File: src/design/bhq_pkg.sv
// shared constants, codes and types of the min-priority queue (a sorted chain of cells)
package bhq_pkg;

  localparam int CAPACITY = 64;
  localparam int DATA_W   = 32;
  localparam int CNT_W    = $clog2(CAPACITY + 1);
  localparam int STAT_W   = 2;

  // request operation codes
  localparam logic OP_INSERT  = 1'b0;
  localparam logic OP_EXTRACT = 1'b1;

  // result status codes
  localparam logic [STAT_W-1:0] ST_OK       = 2'd0;
  localparam logic [STAT_W-1:0] ST_OVERFLOW = 2'd1;
  localparam logic [STAT_W-1:0] ST_EMPTY    = 2'd2;

  // value returned by an extract from an empty queue
  localparam logic signed [DATA_W-1:0] EMPTY_VALUE = -32'sd1;

  // per-cycle command broadcast to every cell
  typedef struct packed {
    logic insert;
    logic extract;
  } cell_ctl_t;

endpackage

File: src/design/bhq_cell.sv
// one cell of the sorted chain: holds a value, keeps it or takes the new value or a neighbour's
module bhq_cell
  import bhq_pkg::*;
(
  input  logic                     clk,
  input  cell_ctl_t                ctl,
  input  logic signed [DATA_W-1:0] new_value,
  input  logic signed [DATA_W-1:0] left_value,
  input  logic                     left_keep,
  input  logic signed [DATA_W-1:0] right_value,
  input  logic                     occupied,
  output logic signed [DATA_W-1:0] value,
  output logic                     keep
);

  // an occupied cell not above the new value stays where it is
  assign keep = occupied && (value <= new_value);

  always_ff @(posedge clk) begin
    if (ctl.insert) begin
      if (!keep) begin
        value <= left_keep ? new_value : left_value;
      end
    end else if (ctl.extract) begin
      value <= right_value;
    end
  end

endmodule

File: config.mk
export PLATFORM = sky130hd
export DESIGN_NAME = bhq_cell
export DESIGN_NICKNAME = d
export VERILOG_FILES = /design/src/design/bhq_pkg.sv /design/src/design/bhq_cell.sv
export SDC_FILE = /design/constraint.sdc
export NUM_CORES = 1
export LEC_CHECK = 0
export BUFFER_PORTS_ARGS = -buffer_cell sky130_fd_sc_hd__buf_2
export CAP_MARGIN = 0
export CORE_MARGIN = 2
export CORE_UTILIZATION = 49
export DETAILED_ROUTE_END_ITERATION = 16
export MAX_ROUTING_LAYER = met4
export PLACE_DENSITY = 0.86
export SYNTH_ARGS = -nofsm -noshare
export SYNTH_HDL_FRONTEND = slang
export SYNTH_SLANG_ARGS = --single-unit
File: constraint.sdc
create_clock -name clk -period 6.8 [get_ports clk]
set_input_delay 1.36 -clock clk [delete_from_list [all_inputs] [get_ports clk]]
set_output_delay 1.36 -clock clk [all_outputs]
set_load 0.03 [all_outputs]
* Yosys cells after proc, flatten, opt, wreduce, memory -nomap -nowiden *
Index checks and enable logic that the tools add are counted.

cells by class
  $lt $le $gt $ge = 1
  divide/modulo/power cells = 0
  bitwise logic cells = 0
  muxes and demuxes = 4
  add/subtract/negate cells = 0
  shift-type cells = 0
  $mul = 0
  reductions and logical operators = 3
  equal/unequal tests = 1

operator list
  cell                                  number
  32-bit 2-to-1 mux                     4
  32-bit less-or-equal comparator       1
  2-bit != test, second input constant  1
  2-bit AND reduction                   1
  2-bit nonzero test                    1
  1-bit logical AND                     1

word-level totals
  input port bits = 101
  memory bits (read-only) = 0
  memories = 0
  logic and storage cells = 10
  latch bits = 0
  flip-flop bits (word level) = 32
  output and inout port bits = 33
  memory bits (writable) = 0

* Longest topological paths before layout *
  word-level depth = 4
  depth in mapped cells = 7
  depth with buffers taken out = 7

* Worst setup path before layout *
OpenSTA, ideal clock, no wires.

  kind = input-to-reg
  start point = in new_value[14]
  end point = reg value[0], enable pin
  setup slack = 2.146 ns
  stages = 7
  data arrival time = 4.213 ns
  path buffers = 0
  library setup time = 0.441 ns
  data required time = 6.359 ns
  cell sequence = inv_1 -> ha_1 -> nand4_1 -> nor4_2 -> a21boi_2 -> o31ai_2 -> a31oi_1

on the way
  longest elaborated chain between the ends = 4

ends and longest elaborated chain
  element                          RTL line        text
  from (decl)                      bhq_cell.sv:7   input logic signed [DATA_W-1:0] new_value,
  32-bit less-or-equal comparator  bhq_cell.sv:17  assign keep = occupied && (value <= new_value);
  1-bit logical AND                bhq_cell.sv:17
  2-bit != test (no line)          --
  2-bit AND reduction (no line)    --
  to (signal assigned)             bhq_cell.sv:22  value <= left_keep ? new_value : left_value;
  to (signal assigned)             bhq_cell.sv:25  value <= right_value;
  to (decl)                        bhq_cell.sv:12  output logic signed [DATA_W-1:0] value,

No other way between the ends.
A chain may end at the register's enable or synchronous reset.

* Worst setup path in the final report *
  start point = in new_value[29]
  end point = out keep

on the way
  longest elaborated chain between the ends = 2

ends and longest elaborated chain
  element                          RTL line        text
  32-bit less-or-equal comparator  bhq_cell.sv:17
  1-bit logical AND                bhq_cell.sv:17
  to (decl)                        bhq_cell.sv:13  output logic keep

No other way between the ends.

==> flow_summary.toml <==
[synth]
synth_top_cells_by_area = "edfxtp_1 39%, ha_1 16%, mux2i_1 13%, a21oi_1 8.6%, inv_1 5.0%"
ys_dominant_reg_cell = "edfxtp_1"
synth.ff_latch_count = 32
syn_avg_cell_area_sq_um = 9.73
synthesis.nets = 389
synth_enable_flop_cells = 32
number_of_unique_standard_cell_types_used_by_synthesis = 33
post_synthesis_cell_type_with_the_largest_combined_area = "edfxtp_1"
commonest_cells_in_the_synthesized_netlist = "43 x a21oi_1, 33 x inv_1, 33 x nor2_1"
library_cell_with_the_highest_instance_count_after_synthesis = "a21oi_1"
syn_area_sq_um = 2490
synth.yosys.warnings = 0
synth_largest_type_area_fraction = 0.386
postSynth.asyncResetShare = 0
synthesized_netlist_cell_count = 256
fraction_of_the_yosys_area_taken_by_sequential_cells = 0.386

[global_routing]
grtUsageMet2 = 0.407
groute.usage.overall = 0.226
grt.overflow.total = 0
grt_busiest_layer = "met2"
grt_first_pass_wirelength_microns = 9470
grt_max_degree = 68
number_of_antenna_violations_at_the_first_check_in_global_routing = 0
global_route.usage.met3 = 0.0608
grt_pass1_vias = 2259
met1_usage = 0.247

[cells_and_area]
layout.core_utilization = 0.683
post_route_cells_drive_above_1_share = 0.373
area.growth.synth_to_final_pct = 32.1
finalNetCount = 518
antenna_cells_inserted = 0
final_cell_area_sq_um = 3290
reg_top3 = "value (32)"
post_layout_nonfiller_instances = 453
largest_register_ff_count = 32
max_flop_register = "value"

[die]
boundaryPins = 134
fp.dieW_microns = 75.3
die_height_microns = 75.3
floorplan.core_area_sq_um = 4820
design.die.area_sq_um = 5670
initial_utilization = 0.517
num_rows = 25

[hold_path]
holdPathEnd = "value[27]"
hold_path_class = "reg -> reg"
worst_hold_path.num_cells = 4
launch_instance_of_the_worst_min_delay_path = "value[31]"

[clock_network]
cts_made_buffers = 5
cts_buffer_depth = 2
cts_setup_buffers = 0
cts.reportedPaths.clkPinSlew_ns = 0.06
cts-htree-levels = 2
cts_tree = "yes"
worst_skew_pair.late_latency_ns = 0.28
post_cts_resized = 0
hold_buffers = 0
clk_root_buffer_cell = "clkbuf_8"
cts.sink_count = 32

[worst_setup_path]
worst_r2r_endpoint = "value[14]"
ordered_cell_list_for_the_critical_path = "buf_2 > inv_1 > ha_1 > a21o_1 > a2111o_1 > nor4_1 > a31o_1 > buf_2"
reg2reg_slack_ns = 3.88
timing.critical_path.max_delay_family = "compound AO/OA/AOI/OAI gates"
r2r-start = "value[14]"
crit_arrival_ns = 3.21
cp_slowest_cell = "nor4_1"
crit_buf_inv = 3
path_max_fanout = 2
cpMostUsedCell = "buf_2"
worst_ep_required_time_ns = 5.44
timing.critical_path.to_type = "primary output"
max_stage_delay_ns = 0.43
path_class = "in -> out"
critical_path.startpoint_type = "input port"
worst_r2r_path_depth = 6

[route]
detail_route.iter0.violations = 106
ant_nets = 0
post_drt_via_cell_ratio = 5.09
length_of_the_first_detailed_routing_pass_in_iterations = 4
route.vias.total = 2307
wl_per_cell_microns = 13.5
drt_wl_total_microns = 6110
detail_route.drc_violations = 0

[power]
cellPowerDensity_nw_per_um2 = 185
design_power_total_mw = 0.610
max-vdd-ir-drop_v = 0.000120
static-leakage-power_nw = 1.72

[sta]
post-route-worst-setup-slack_ns = 2.23
min_period_ns = 4.57
timing_worst_slew_pin_value_ns = 1.11
layout_worst_path_cycle_share = 0.671
finalSetupViolations = 0
final_hold_viol_count = 0
clock-skew-final_ns = 0.00366
worst_hold_slack_ns = 1.28
drv_slew = 0
rsz0062_at_grt = "false"
maxSlewHeadroom = 0.258
totalNegativeSetupSlack_ns = 0
maxClockFrequency_mhz = 219

[place]
preCtsSetupSlack_ns = 2.22
gp_routability_congestion = 0.803
hpwlAfterDp_microns = 4760
place.port_buffers = 133
dpl_cell_area_sq_um = 3210
place.detailed.instances = 445

[flow_run]
timing.max_cap.violations = 0

[status]
result_of_the_run = "finished clean"
-- area by class of cell --
| class | count | area, sq um |
|---|---|---|
| Fill cell | 407 | 1530 |
| Multi-Input combinational cell | 180 | 1380 |
| Sequential cell | 32 | 961 |
| Timing Repair Buffer | 133 | 666 |
| Inverter | 33 | 124 |
| Tap cell | 67 | 83.8 |
| Clock buffer | 7 | 76.3 |
| Clock inverter | 1 | 3.75 |
-- routing by layer --
metal	wire length, microns	vias to the layer above	part of all wire
met5	0	-	0
met4	40	0	0.0066
met3	532	5	0.087
met2	3120	97	0.51
met1	2410	1025	0.39
li1	-	1180	-
-- cell families (layout without fill, tap and decap cells) --
| group | after synthesis | in the layout | share of synthesized area |
|---|---|---|---|
| AOI/OAI and AO/OA | 59 | 59 | 0.140 |
| and+or+nand+nor | 57 | 57 | 0.118 |
| buffers and inverters | 44 | 174 | 0.0678 |
| adders and majority gates | 32 | 32 | 0.161 |
| muxes | 32 | 32 | 0.129 |
| DFF | 32 | 32 | 0.386 |
-- report_power, final --
group	leakage, nW	internal (mW)	total (mW)	switching (mW)
sequential	0.316	0.246	0.258	0.0116
combinational	1.37	0.0820	0.211	0.129
clock	0.0399	0.0713	0.141	0.0694
total	1.72	0.400	0.610	0.211
-- worst register-to-register path: stages (launching register included) --
cell	delay [ns]
edfxtp_1	0.40
ha_1	0.34
nand4_1	0.18
nor4_2	0.39
a21boi_2	0.22
o31ai_2	0.10
a31oi_4	0.90
-- layout by cell type (no fill, tap or decap), drive strengths merged, types with 3 or more instances in the layout --
cell type  Yosys  layout
a21o           5       5
a21oi         43      43
buf            6     133
clkbuf         5       7
edfxtp        32      32
ha            32      32
inv           33      33
mux2i         32      32
nand2          4       4
nand3          5       5
nand4          6       6
nor2          33      33
nor4           3       3
-- worst max path at each step --
stage	end	start	cells past startpoint
final	keep	new_value[29]	8
after global routing	keep	new_value[29]	8
after global placement	keep	new_value[29]	8
after CTS	keep	new_value[29]	8
after detailed placement	keep	new_value[29]	8
after floorplan	value[0]	new_value[14]	7
Power figures use the tool's default switching activity.
